$ cat src/hw/rtl/smv_pkg.sv
`default_nettype none
package smv_pkg;

  localparam int unsigned VALUE_BUFFER_BYTES = 20;
  localparam int unsigned VBW = $clog2(VALUE_BUFFER_BYTES);
  localparam int unsigned HDR_BYTES = 20;
  localparam int unsigned TID_BYTES = 12;
  localparam int unsigned QUEUE_DEPTH = 2;

  localparam logic [31:0] STUN_COOKIE = 32'h2112A442;
  localparam logic [31:0] FP_XOR = 32'h5354554E;
  localparam logic [31:0] CRC_POLY = 32'hEDB88320;
  localparam logic [16:0] POS_MAX = 17'h1FFFF;

  localparam logic [15:0] T_MAPPED = 16'h0001;
  localparam logic [15:0] T_INTEGRITY = 16'h0008;
  localparam logic [15:0] T_ERRCODE = 16'h0009;
  localparam logic [15:0] T_UNKNOWN = 16'h000A;
  localparam logic [15:0] T_XORMAPPED = 16'h0020;
  localparam logic [15:0] T_ALTSERVER = 16'h8023;
  localparam logic [15:0] T_FINGERPRINT = 16'h8028;

  localparam logic [3:0] ST_OK = 4'd0;
  localparam logic [3:0] ST_SHORT = 4'd1;
  localparam logic [3:0] ST_TYPE_BITS = 4'd2;
  localparam logic [3:0] ST_LEN_ALIGN = 4'd3;
  localparam logic [3:0] ST_COOKIE = 4'd4;
  localparam logic [3:0] ST_TRUNCATED = 4'd5;
  localparam logic [3:0] ST_ATTR_HDR = 4'd6;
  localparam logic [3:0] ST_ATTR_OVERRUN = 4'd7;
  localparam logic [3:0] ST_ADDRESS = 4'd8;
  localparam logic [3:0] ST_ERROR_CODE = 4'd9;
  localparam logic [3:0] ST_ODD_LIST = 4'd10;
  localparam logic [3:0] ST_INTEG_LEN = 4'd11;
  localparam logic [3:0] ST_FP_LEN = 4'd12;
  localparam logic [3:0] ST_FP_MISMATCH = 4'd13;
  localparam logic [3:0] ST_FP_NOT_LAST = 4'd14;

  localparam logic KIND_ATTR = 1'b0;
  localparam logic KIND_VERDICT = 1'b1;

  typedef struct packed {
    logic [7:0] data_byte;
    logic       end_of_packet;
  } in_t;

  typedef struct packed {
    logic        record_kind;
    logic [1:0]  msg_class;
    logic [11:0] msg_method;
    logic [15:0] attr_type;
    logic [15:0] attr_len;
    logic [15:0] attr_offset;
    logic [15:0] port;
    logic [63:0] addr_high;
    logic [63:0] addr_low;
    logic [9:0]  error_code;
    logic [3:0]  status;
    logic        last;
  } out_t;

  typedef struct packed {
    logic        has_rec;
    out_t        rec;
    logic        has_vrd;
    logic [3:0]  vrd_status;
    logic [1:0]  msg_class;
    logic [11:0] msg_method;
  } job_t;

  function automatic logic [31:0] crc_byte(input logic [31:0] c_in, input logic [7:0] b);
    logic [31:0] c;
    c = c_in ^ {24'd0, b};
    for (int k = 0; k < 8; k++) begin
      c = c[0] ? ((c >> 1) ^ CRC_POLY) : (c >> 1);
    end
    return c;
  endfunction

endpackage
`default_nettype wire

$ cat src/hw/rtl/smv_queue.sv
`default_nettype none
module smv_queue (
  input  wire logic          clk_i,
  input  wire logic          rst_ni,
  input  wire logic          push_i,
  input  wire smv_pkg::job_t push_data_i,
  output logic               full_o,
  input  wire logic          pop_i,
  output logic               valid_o,
  output smv_pkg::job_t      data_o
);

  localparam int unsigned PW = $clog2(smv_pkg::QUEUE_DEPTH);

  smv_pkg::job_t mem_q [smv_pkg::QUEUE_DEPTH];
  logic [PW-1:0] wr_q, rd_q;
  logic [PW:0] cnt_q;

  assign full_o = (cnt_q == (PW+1)'(smv_pkg::QUEUE_DEPTH));
  assign valid_o = (cnt_q != '0);
  assign data_o = mem_q[rd_q];

  always_ff @(posedge clk_i or negedge rst_ni) begin
    if (!rst_ni) begin
      wr_q <= '0;
      rd_q <= '0;
      cnt_q <= '0;
    end else begin
      if (push_i) begin
        wr_q <= wr_q + 1'b1;
      end
      if (pop_i) begin
        rd_q <= rd_q + 1'b1;
      end
      if (push_i && !pop_i) begin
        cnt_q <= cnt_q + 1'b1;
      end else if (!push_i && pop_i) begin
        cnt_q <= cnt_q - 1'b1;
      end
    end
  end

  always_ff @(posedge clk_i) begin
    if (push_i) begin
      mem_q[wr_q] <= push_data_i;
    end
  end

endmodule
`default_nettype wire

$ cat src/hw/rtl/smv_front.sv
`default_nettype none
module smv_front (
  input  wire logic          clk_i,
  input  wire logic          rst_ni,
  input  wire logic          in_valid_i,
  output logic               in_stall_o,
  input  wire smv_pkg::in_t  in_data_i,
  input  wire logic          q_full_i,
  output logic               push_o,
  output smv_pkg::job_t      job_o
);

  localparam int unsigned VB = smv_pkg::VALUE_BUFFER_BYTES;
  localparam int unsigned VBW = smv_pkg::VBW;

  logic [16:0] pos_q;
  logic [13:0] mtype_q, mtype_d;
  logic [15:0] mlen_q, mlen_d;
  logic [7:0]  tid_q [smv_pkg::TID_BYTES];
  logic [7:0]  tid_d [smv_pkg::TID_BYTES];
  logic [15:0] atype_q, atype_d, alen_q, alen_d, astart_q, astart_d;
  logic [7:0]  vbuf_q [VB];
  logic [7:0]  vbuf_d [VB];
  logic [31:0] crc_q, crc_start_q, crc_start_d;
  logic [3:0]  err_q, err_d;

  logic        acc;
  logic [7:0]  b;
  logic [3:0]  hdr_e, attr_e;
  logic        done;
  logic [16:0] a, o, vi;
  logic [17:0] pad_end;
  logic [15:0] alen_cur;
  logic [3:0]  tid_idx;
  logic [7:0]  cookie_byte;

  assign acc = in_valid_i && !q_full_i;
  assign in_stall_o = q_full_i;
  assign b = in_data_i.data_byte;
  assign tid_idx = 4'(pos_q[4:0] - 5'd8);
  assign cookie_byte = 8'(smv_pkg::STUN_COOKIE >> {(2'd3 - pos_q[1:0]), 3'b000});

  // Parse one byte: header fields, then the attribute walk.
  always_comb begin
    mtype_d = mtype_q;
    mlen_d = mlen_q;
    tid_d = tid_q;
    atype_d = atype_q;
    alen_d = alen_q;
    astart_d = astart_q;
    vbuf_d = vbuf_q;
    crc_start_d = crc_start_q;
    hdr_e = smv_pkg::ST_OK;
    attr_e = smv_pkg::ST_OK;
    done = 1'b0;
    a = pos_q - 17'(smv_pkg::HDR_BYTES);
    o = a - {1'b0, astart_q};
    pad_end = 18'd4 + (({2'b00, alen_q} + 18'd3) & ~18'd3);
    alen_cur = alen_q;
    vi = '0;
    if (acc) begin
      if (pos_q < 17'(smv_pkg::HDR_BYTES)) begin
        if (pos_q == 17'd0) begin
          mtype_d = {b[5:0], mtype_q[7:0]};
          if ((b & 8'hC0) != 8'd0) hdr_e = smv_pkg::ST_TYPE_BITS;
        end else if (pos_q == 17'd1) begin
          mtype_d = {mtype_q[13:8], b};
        end else if (pos_q == 17'd2) begin
          mlen_d = {b, mlen_q[7:0]};
        end else if (pos_q == 17'd3) begin
          mlen_d = {mlen_q[15:8], b};
          if (b[1:0] != 2'b00) hdr_e = smv_pkg::ST_LEN_ALIGN;
        end else if (pos_q < 17'd8) begin
          if (b != cookie_byte) hdr_e = smv_pkg::ST_COOKIE;
        end else begin
          tid_d[tid_idx] = b;
        end
      end else if (err_q == smv_pkg::ST_OK && a < {1'b0, mlen_q}) begin
        if (a == 17'd0 || (o >= 17'd4 && {1'b0, o} == pad_end)) begin
          if ({1'b0, a} + 18'd4 > {2'b00, mlen_q}) begin
            attr_e = smv_pkg::ST_ATTR_HDR;
          end else begin
            astart_d = a[15:0];
            atype_d = '0;
            alen_d = '0;
            alen_cur = '0;
            crc_start_d = crc_q;
            o = '0;
          end
        end
        if (attr_e == smv_pkg::ST_OK) begin
          vi = o - 17'd4;
          if (o == 17'd0) begin
            atype_d = {b, 8'd0};
          end else if (o == 17'd1) begin
            atype_d = {atype_q[15:8], b};
          end else if (o == 17'd2) begin
            alen_d = {b, 8'd0};
          end else if (o == 17'd3) begin
            alen_d = {alen_q[15:8], b};
            if ({2'b00, astart_q} + 18'd4 + {2'b00, alen_d} > {2'b00, mlen_q}) begin
              attr_e = smv_pkg::ST_ATTR_OVERRUN;
            end else if (alen_d == 16'd0) begin
              done = 1'b1;
            end
          end else if (vi < {1'b0, alen_cur}) begin
            if (vi < 17'(VB)) vbuf_d[vi[VBW-1:0]] = b;
            if (vi + 17'd1 == {1'b0, alen_cur}) done = 1'b1;
          end
        end
      end
    end
  end

  // Check and decode the finished attribute.
  logic [3:0]  fin_st;
  logic [15:0] fin_port;
  logic [63:0] fin_hi, fin_lo;
  logic [9:0]  fin_ec;
  logic [7:0]  fam;
  logic [2:0]  ecls;
  logic [31:0] fp_val;
  logic        is_xor;

  always_comb begin
    fin_st = smv_pkg::ST_OK;
    fin_port = '0;
    fin_hi = '0;
    fin_lo = '0;
    fin_ec = '0;
    fam = (alen_d >= 16'd4) ? vbuf_d[1] : 8'd0;
    ecls = vbuf_d[2][2:0];
    fp_val = {vbuf_d[0], vbuf_d[1], vbuf_d[2], vbuf_d[3]};
    is_xor = (atype_d == smv_pkg::T_XORMAPPED);
    if (atype_d == smv_pkg::T_MAPPED || atype_d == smv_pkg::T_ALTSERVER || is_xor) begin
      if (fam == 8'd1 && alen_d == 16'd8) begin
        fin_port = {vbuf_d[2], vbuf_d[3]};
        fin_lo = {32'd0, vbuf_d[4], vbuf_d[5], vbuf_d[6], vbuf_d[7]};
        if (is_xor) begin
          fin_port = fin_port ^ smv_pkg::STUN_COOKIE[31:16];
          fin_lo = fin_lo ^ {32'd0, smv_pkg::STUN_COOKIE};
        end
      end else if (fam == 8'd2 && alen_d == 16'd20) begin
        fin_port = {vbuf_d[2], vbuf_d[3]};
        fin_hi = {vbuf_d[4], vbuf_d[5], vbuf_d[6], vbuf_d[7],
                  vbuf_d[8], vbuf_d[9], vbuf_d[10], vbuf_d[11]};
        fin_lo = {vbuf_d[12], vbuf_d[13], vbuf_d[14], vbuf_d[15],
                  vbuf_d[16], vbuf_d[17], vbuf_d[18], vbuf_d[19]};
        if (is_xor) begin
          fin_port = fin_port ^ smv_pkg::STUN_COOKIE[31:16];
          fin_hi = fin_hi ^ {smv_pkg::STUN_COOKIE, tid_d[0], tid_d[1], tid_d[2], tid_d[3]};
          fin_lo = fin_lo ^ {tid_d[4], tid_d[5], tid_d[6], tid_d[7],
                             tid_d[8], tid_d[9], tid_d[10], tid_d[11]};
        end
      end else begin
        fin_st = smv_pkg::ST_ADDRESS;
      end
    end else if (atype_d == smv_pkg::T_ERRCODE) begin
      if (alen_d < 16'd4) begin
        fin_st = smv_pkg::ST_ERROR_CODE;
      end else if (vbuf_d[3] >= 8'd100 || ecls < 3'd3 || ecls > 3'd6) begin
        fin_st = smv_pkg::ST_ERROR_CODE;
      end else begin
        fin_ec = (10'(ecls) * 10'd100) + {2'b00, vbuf_d[3]};
      end
    end else if (atype_d == smv_pkg::T_UNKNOWN) begin
      if (alen_d[0]) fin_st = smv_pkg::ST_ODD_LIST;
    end else if (atype_d == smv_pkg::T_INTEGRITY) begin
      if (alen_d != 16'd20) fin_st = smv_pkg::ST_INTEG_LEN;
    end else if (atype_d == smv_pkg::T_FINGERPRINT) begin
      if (alen_d != 16'd4) begin
        fin_st = smv_pkg::ST_FP_LEN;
      end else if (fp_val != (~crc_start_d ^ smv_pkg::FP_XOR)) begin
        fin_st = smv_pkg::ST_FP_MISMATCH;
      end else if ({1'b0, astart_d} + 17'd8 < {1'b0, mlen_d}) begin
        fin_st = smv_pkg::ST_FP_NOT_LAST;
      end
    end
  end

  // Error tracking, verdict and the job for the back end.
  logic [17:0] count;
  logic [3:0]  vrd;
  logic [1:0]  mclass;
  logic [11:0] mmethod;

  assign mclass = {mtype_d[8], mtype_d[4]};
  assign mmethod = {mtype_d[13:9], mtype_d[7:5], mtype_d[3:0]};
  assign count = {1'b0, pos_q} + 18'd1;

  always_comb begin
    err_d = err_q;
    if (hdr_e != smv_pkg::ST_OK && err_q == smv_pkg::ST_OK) err_d = hdr_e;
    if (attr_e != smv_pkg::ST_OK) err_d = attr_e;
    if (done && fin_st != smv_pkg::ST_OK) err_d = fin_st;
    if (count < 18'(smv_pkg::HDR_BYTES)) begin
      vrd = smv_pkg::ST_SHORT;
    end else if (err_d == smv_pkg::ST_TYPE_BITS || err_d == smv_pkg::ST_LEN_ALIGN ||
                 err_d == smv_pkg::ST_COOKIE) begin
      vrd = err_d;
    end else if (mlen_d == 16'd0) begin
      vrd = smv_pkg::ST_OK;
    end else if (count < 18'(smv_pkg::HDR_BYTES) + {2'b00, mlen_d}) begin
      vrd = smv_pkg::ST_TRUNCATED;
    end else begin
      vrd = err_d;
    end
    job_o.has_rec = done;
    job_o.has_vrd = in_data_i.end_of_packet;
    job_o.vrd_status = vrd;
    job_o.msg_class = mclass;
    job_o.msg_method = mmethod;
    job_o.rec.record_kind = smv_pkg::KIND_ATTR;
    job_o.rec.msg_class = mclass;
    job_o.rec.msg_method = mmethod;
    job_o.rec.attr_type = atype_d;
    job_o.rec.attr_len = alen_d;
    job_o.rec.attr_offset = astart_d + 16'(smv_pkg::HDR_BYTES);
    job_o.rec.port = fin_port;
    job_o.rec.addr_high = fin_hi;
    job_o.rec.addr_low = fin_lo;
    job_o.rec.error_code = fin_ec;
    job_o.rec.status = fin_st;
    job_o.rec.last = !in_data_i.end_of_packet;
    push_o = acc && (done || in_data_i.end_of_packet);
  end

  always_ff @(posedge clk_i or negedge rst_ni) begin
    if (!rst_ni) begin
      pos_q <= '0;
      mtype_q <= '0;
      mlen_q <= '0;
      atype_q <= '0;
      alen_q <= '0;
      astart_q <= '0;
      crc_q <= '1;
      crc_start_q <= '0;
      err_q <= smv_pkg::ST_OK;
    end else if (acc) begin
      if (in_data_i.end_of_packet) begin
        pos_q <= '0;
        mtype_q <= '0;
        mlen_q <= '0;
        atype_q <= '0;
        alen_q <= '0;
        astart_q <= '0;
        crc_q <= '1;
        crc_start_q <= '0;
        err_q <= smv_pkg::ST_OK;
      end else begin
        if (pos_q != smv_pkg::POS_MAX) pos_q <= pos_q + 17'd1;
        mtype_q <= mtype_d;
        mlen_q <= mlen_d;
        atype_q <= atype_d;
        alen_q <= alen_d;
        astart_q <= astart_d;
        crc_q <= smv_pkg::crc_byte(crc_q, b);
        crc_start_q <= crc_start_d;
        err_q <= err_d;
      end
    end
  end

  always_ff @(posedge clk_i) begin
    tid_q <= tid_d;
    vbuf_q <= vbuf_d;
  end

endmodule
`default_nettype wire

$ cat src/hw/rtl/smv_back.sv
`default_nettype none
module smv_back (
  input  wire logic          clk_i,
  input  wire logic          rst_ni,
  input  wire logic          q_valid_i,
  input  wire smv_pkg::job_t q_data_i,
  output logic               pop_o,
  output logic               out_valid_o,
  input  wire logic          out_stall_i,
  output smv_pkg::out_t      out_data_o
);

  logic          out_valid_q;
  smv_pkg::out_t out_q;
  logic          pend_q;
  logic [3:0]    pend_st_q;
  logic [1:0]    pend_cls_q;
  logic [11:0]   pend_mth_q;
  logic          free;
  smv_pkg::out_t vrd;

  assign free = !out_valid_q || !out_stall_i;
  assign pop_o = free && !pend_q && q_valid_i;
  assign out_valid_o = out_valid_q;
  assign out_data_o = out_q;

  always_comb begin
    vrd = '0;
    vrd.record_kind = smv_pkg::KIND_VERDICT;
    vrd.last = 1'b1;
    if (pend_q) begin
      vrd.msg_class = pend_cls_q;
      vrd.msg_method = pend_mth_q;
      vrd.status = pend_st_q;
    end else begin
      vrd.msg_class = q_data_i.msg_class;
      vrd.msg_method = q_data_i.msg_method;
      vrd.status = q_data_i.vrd_status;
    end
  end

  always_ff @(posedge clk_i or negedge rst_ni) begin
    if (!rst_ni) begin
      out_valid_q <= 1'b0;
      pend_q <= 1'b0;
    end else if (free) begin
      if (pend_q) begin
        out_valid_q <= 1'b1;
        pend_q <= 1'b0;
      end else if (q_valid_i) begin
        out_valid_q <= 1'b1;
        pend_q <= q_data_i.has_rec && q_data_i.has_vrd;
      end else begin
        out_valid_q <= 1'b0;
      end
    end
  end

  always_ff @(posedge clk_i) begin
    if (free) begin
      if (pend_q) begin
        out_q <= vrd;
      end else if (q_valid_i) begin
        out_q <= q_data_i.has_rec ? q_data_i.rec : vrd;
        pend_st_q <= q_data_i.vrd_status;
        pend_cls_q <= q_data_i.msg_class;
        pend_mth_q <= q_data_i.msg_method;
      end
    end
  end

endmodule
`default_nettype wire

$ cat src/hw/rtl/stun_message_validator_unit.sv
// Channel | handshake               | payload
// input   | in_valid_i / in_stall_o   | in_data_i  (smv_pkg::in_t, one packet byte)
// output  | out_valid_o / out_stall_i | out_data_o (smv_pkg::out_t, record or verdict)
//
// The front end takes one byte per clock unless the queue is full and parses it in
// that cycle. A byte yields up to two results, which the back end sends one per cycle
// unless the output stalls: an attribute's record first, then the packet's verdict.
// A two-entry queue separates the two; the input stalls only when it is full.
// Async active-low reset empties the queue, clears the parser but TID/value buffers.
`default_nettype none
module stun_message_validator_unit (
  input  wire logic          clk_i,
  input  wire logic          rst_ni,
  input  wire logic          in_valid_i,
  output logic               in_stall_o,
  input  wire smv_pkg::in_t  in_data_i,
  output logic               out_valid_o,
  input  wire logic          out_stall_i,
  output smv_pkg::out_t      out_data_o
);

  // Jobs from the parser to the output sequencer.
  logic          push, full, pop, q_valid;
  smv_pkg::job_t push_job, q_job;

  smv_front u_front (
    .clk_i      (clk_i),
    .rst_ni     (rst_ni),
    .in_valid_i (in_valid_i),
    .in_stall_o (in_stall_o),
    .in_data_i  (in_data_i),
    .q_full_i   (full),
    .push_o     (push),
    .job_o      (push_job)
  );

  smv_queue u_queue (
    .clk_i       (clk_i),
    .rst_ni      (rst_ni),
    .push_i      (push),
    .push_data_i (push_job),
    .full_o      (full),
    .pop_i       (pop),
    .valid_o     (q_valid),
    .data_o      (q_job)
  );

  smv_back u_back (
    .clk_i       (clk_i),
    .rst_ni      (rst_ni),
    .q_valid_i   (q_valid),
    .q_data_i    (q_job),
    .pop_o       (pop),
    .out_valid_o (out_valid_o),
    .out_stall_i (out_stall_i),
    .out_data_o  (out_data_o)
  );

endmodule
`default_nettype wire

$ cat config.mk
export PLATFORM = sky130hd
export DESIGN_NAME = stun_message_validator_unit
export DESIGN_NICKNAME = d
export VERILOG_FILES = /design/src/hw/rtl/smv_pkg.sv /design/src/hw/rtl/smv_queue.sv /design/src/hw/rtl/smv_front.sv /design/src/hw/rtl/smv_back.sv /design/src/hw/rtl/stun_message_validator_unit.sv
export SDC_FILE = /design/constraint.sdc
export NUM_CORES = 2
export LEC_CHECK = 0
export ABC_AREA = 1
export ABC_CLOCK_PERIOD_IN_PS = 18380
export BUFFER_PORTS_ARGS = -buffer_cell sky130_fd_sc_hd__clkbuf_2
export CAP_MARGIN = 10
export CORE_MARGIN = 2
export CORE_UTILIZATION = 47
export CTS_BUF_LIST = sky130_fd_sc_hd__clkbuf_8 sky130_fd_sc_hd__clkbuf_16
export DETAILED_ROUTE_END_ITERATION = 6
export GPL_TIMING_DRIVEN = 1
export PLACE_DENSITY = 0.64
export SLEW_MARGIN = 20
export SYNTH_ARGS = -nofsm -noshare
export SYNTH_HDL_FRONTEND = slang
export SYNTH_SLANG_ARGS = --single-unit
$ cat constraint.sdc
create_clock -name clk_i -period 18.38 [get_ports clk_i]
set_input_delay 4.595 -clock clk_i [delete_from_list [all_inputs] [get_ports clk_i]]
set_output_delay 4.595 -clock clk_i [all_outputs]
set_load 0.02 [all_outputs]
==> metrics.yaml <==
hpwl_um: 111000
start_kind: "flop"
ys_ff_latch: 1119
synth_nets: 6265
syn_inst: 6090
via_count: 43088
min_delay_path_depth: 2
setup_violations: 0
root_buffer: "clkbuf_16"
synthTopCellsByArea: "edfxtp_1, nand2_1, dfxtp_1, dfrtp_1, inv_1"
antenna_found_initial: 8
synth.top_cell.area_share_pct: 38.0
cpMaxStageDelayCell: "dfrtp_1"
grt_usage_pct: 26.9
hp-start: "u_front.vbuf_q[154]"
reg2regPathDepth: 50
post-route-period-util_pct: 58.4
io_pins: 237
cts.sinks: 1119
worstPathMaxFanout: 40
cts_setup_buffers: 0
r2r-end: "u_queue.mem_q[0][45]"
combinationalPowerShare_pct: 28.7
switching_share_pct: 35.5
vias_per_cell: 5.46
crit_type: "flop to flop"
first_iter_violations: 4400
maxCapViolations: 0
dp_slack_ns: 7.29
die_x_um: 346
rsz0062_at_grt: "false"
fmax_ghz: 0.0932
path_common_cell: "nand2_1"
yosysMostFrequentCell: "nand2_1"
syn_to_final_growth_pct: 12.2
async_reset_ff_share_pct: 15.1
synth_flop_cell: "edfxtp_1"
grt_pass1_vias: 40512
timing.rr.start: "u_front.pos_q[2]"
htree_levels: 3
antenna_cells: 0
drv_slew: 0
yosys_warnings: 0
place_congestion: 0.979
tightest_slew_ns: 1.23
slew_headroom_pct: 17.3
multi_input_area_sq_um: 20900
worstHoldEndpoint: "u_front.vbuf_q[154]"
first_pass_iters: 6
fin_skew_ns: 0.0338
clock_latency_ns: 0.74
power_density_nw_per_um2: 135
layout.cells.non_filler: 7890
power_frac_seq_pct: 42.2
drc: 0
crit_path_end_kind: "flop"
rows: 125
required_ns: 18.90
synth_top_area_cell: "edfxtp_1"
regArea_sq_um: 30200
hold_violations: 0
clk_pin_slew_worst_paths_ns: 0.06
die_area_sq_um: 119000
hp-class: "flop to flop"
clkPwrFrac_pct: 29.1
die_h_um: 346
timing.final.crit_period_ns: 10.73
final_antenna_net_count: 0
ir_drop_v: 0.000116
final_nets: 6440
grt_start_max_net_pins: 152
hold_buffers: 0
status: "finished clean"
io_buffers: 236
fill_cells: 10435
grt_pass1_wl_um: 248000
p_sw_w: 0.00295
yosysSeqAreaShare_pct: 55.2
wl_per_cell_um: 20.7
avgSynthCellArea_sq_um: 9.00
clock_path_buffers: 3
grt_overflow: 0
cp.arrival_ns: 11.25
cts_made_buffers: 115
core-area_sq_um: 116000
critPathMaxStageDelay_ns: 0.55
reg2reg_slack_ns: 7.65
ys_types: 73
power.internal_w: 0.00535
syn-cell-area_sq_um: 54800
cellLeakagePower_nw: 26.3
routed_wirelength_um: 163000
synthTopCellsByCount: "nand2_1, edfxtp_1, inv_1, nor2_1, o21ai_0"
initial_core_util_pct: 47.3
cts_tree: "built"
place_inst: 7671
synth_edf_count: 694
cts_resized: 0
drive_gt1_share_pct: 10.5
setup_ws_ns: 7.65
==> critical path, delay by kind of cell (launching register included) <==
family | cells | cell delay [ns]
AO/OA/AOI/OAI | 7 | 1.04
buffers and inverters | 6 | 1.45
XOR/XNOR | 2 | 0.55
flip-flops | 1 | 0.55
AND/OR/NAND/NOR | 31 | 5.57
adder cells (fa/ha/maj) | 4 | 1.36
==> stage by stage <==
stage	hold WS (ns)	power, W	TNS (ns)	instance area [sq um]	util, %
after global routing	0.493	0.00870	0	61500	53.1
after CTS	0.468	0.00835	0	61500	53.1
after detailed placement	0.452	0.00593	0	57500	49.7
after floorplan	0.434	0.00518	-0.391	54800	-
after global placement	0.442	0.00591	0	57500	49.7
final	0.466	0.00830	0	61500	53.1
==> worst max path at each step <==
stage | from | end | slack, ns | depth (start not counted)
5_1_grt | u_front.pos_q[2] | u_queue.mem_q[0][55] | 6.66 | 50
3_3_place_gp | in_valid_i | u_queue.mem_q[0][16] | 7.31 | 35
6_report | u_front.pos_q[2] | u_queue.mem_q[0][45] | 7.65 | 50
2_1_floorplan | in_data_i[1] | u_queue.mem_q[0][100] | -0.002 | 32
4_1_cts | u_front.pos_q[2] | u_queue.mem_q[0][188] | 7.72 | 49
3_5_place_dp | in_data_i[3] | u_queue.mem_q[0][188] | 7.29 | 31
==> cells by family after synthesis <==
kind of cell	synth area share [%]
XOR/XNOR	4.37
buffers and inverters	6.83
AO/OA/AOI/OAI	10.5
flip-flops	55.2
AND/OR/NAND/NOR	19.4
adder cells (fa/ha/maj)	3.74
==> power by group through the flow <==
stage | clock (W) | sequential, W | combinational (W)
final | 0.00241 | 0.00350 | 0.00238
after global routing | 0.00256 | 0.00355 | 0.00260
after CTS | 0.00245 | 0.00351 | 0.00239
after detailed placement | 0 | 0.00356 | 0.00238
after global placement | 0 | 0.00355 | 0.00236
after floorplan | 0 | 0.00394 | 0.00124
==> layout make-up <==
type                            count  share of cell area, %
Sequential cell                  1119                   49.1
Clock buffer                      123                   4.86
Timing Repair Buffer              307                   2.89
Multi-Input combinational cell   3998                   34.0
Clock inverter                     95                   1.55
Tap cell                         1524                   3.10
Inverter                          724                   4.44
==> state kept, by name, indices dropped and copies added, names as in the netlist, 14 cells and up <==
register and flops:
u_queue.mem_q 454, u_front.crc_start_q 32, u_front.crc_q 32, u_back.out_data_o 222
u_front.mtype_q 14, u_front.pos_q 17, u_front.alen_q 16, u_front.vbuf_q 160
u_front.tid_q 96, u_front.astart_q 16, u_front.mlen_q 16, u_front.atype_q 16
==> layer usage <==
layer	track usage (%)	wire length (um)	part of all wire, %
met5	0	9	0.0055
met4	9.20	5650	3.5
met3	3.93	11800	7.2
met2	43.0	74500	46
met1	37.5	71000	44
==> cell usage in the layout (no fill, tap or decap), types with 7 or more instances in the layout <==
cell,netlist,final
nand2_1,1561,1558
inv_1,673,696
edfxtp_1,694,694
nor2_1,436,430
o21ai_0,386,385
a21oi_1,326,325
nand3_1,260,259
dfxtp_1,256,256
clkbuf_2,0,235
xor2_1,217,217
ha_1,159,159
dfrtp_1,137,136
o22ai_1,124,124
clkbuf_16,0,115
nand4_1,88,88
buf_4,5,67
nor3_1,65,64
xnor2_1,48,47
inv_2,42,41
o21ai_1,38,38
nand2_2,30,32
dfstp_2,32,32
a211oi_1,31,31
clkinv_2,0,27
nor4_1,26,25
o211ai_1,24,24
clkinv_1,8,23
nor2_2,18,22
a31oi_1,20,20
nand3b_1,17,17
bufinv_16,0,16
o21bai_1,10,10
o221ai_1,10,10
nor2_4,6,8
clkbuf_8,0,8
o31ai_1,7,7
nor3b_1,7,7
No activity file was read; power rests on OpenSTA's default activity.
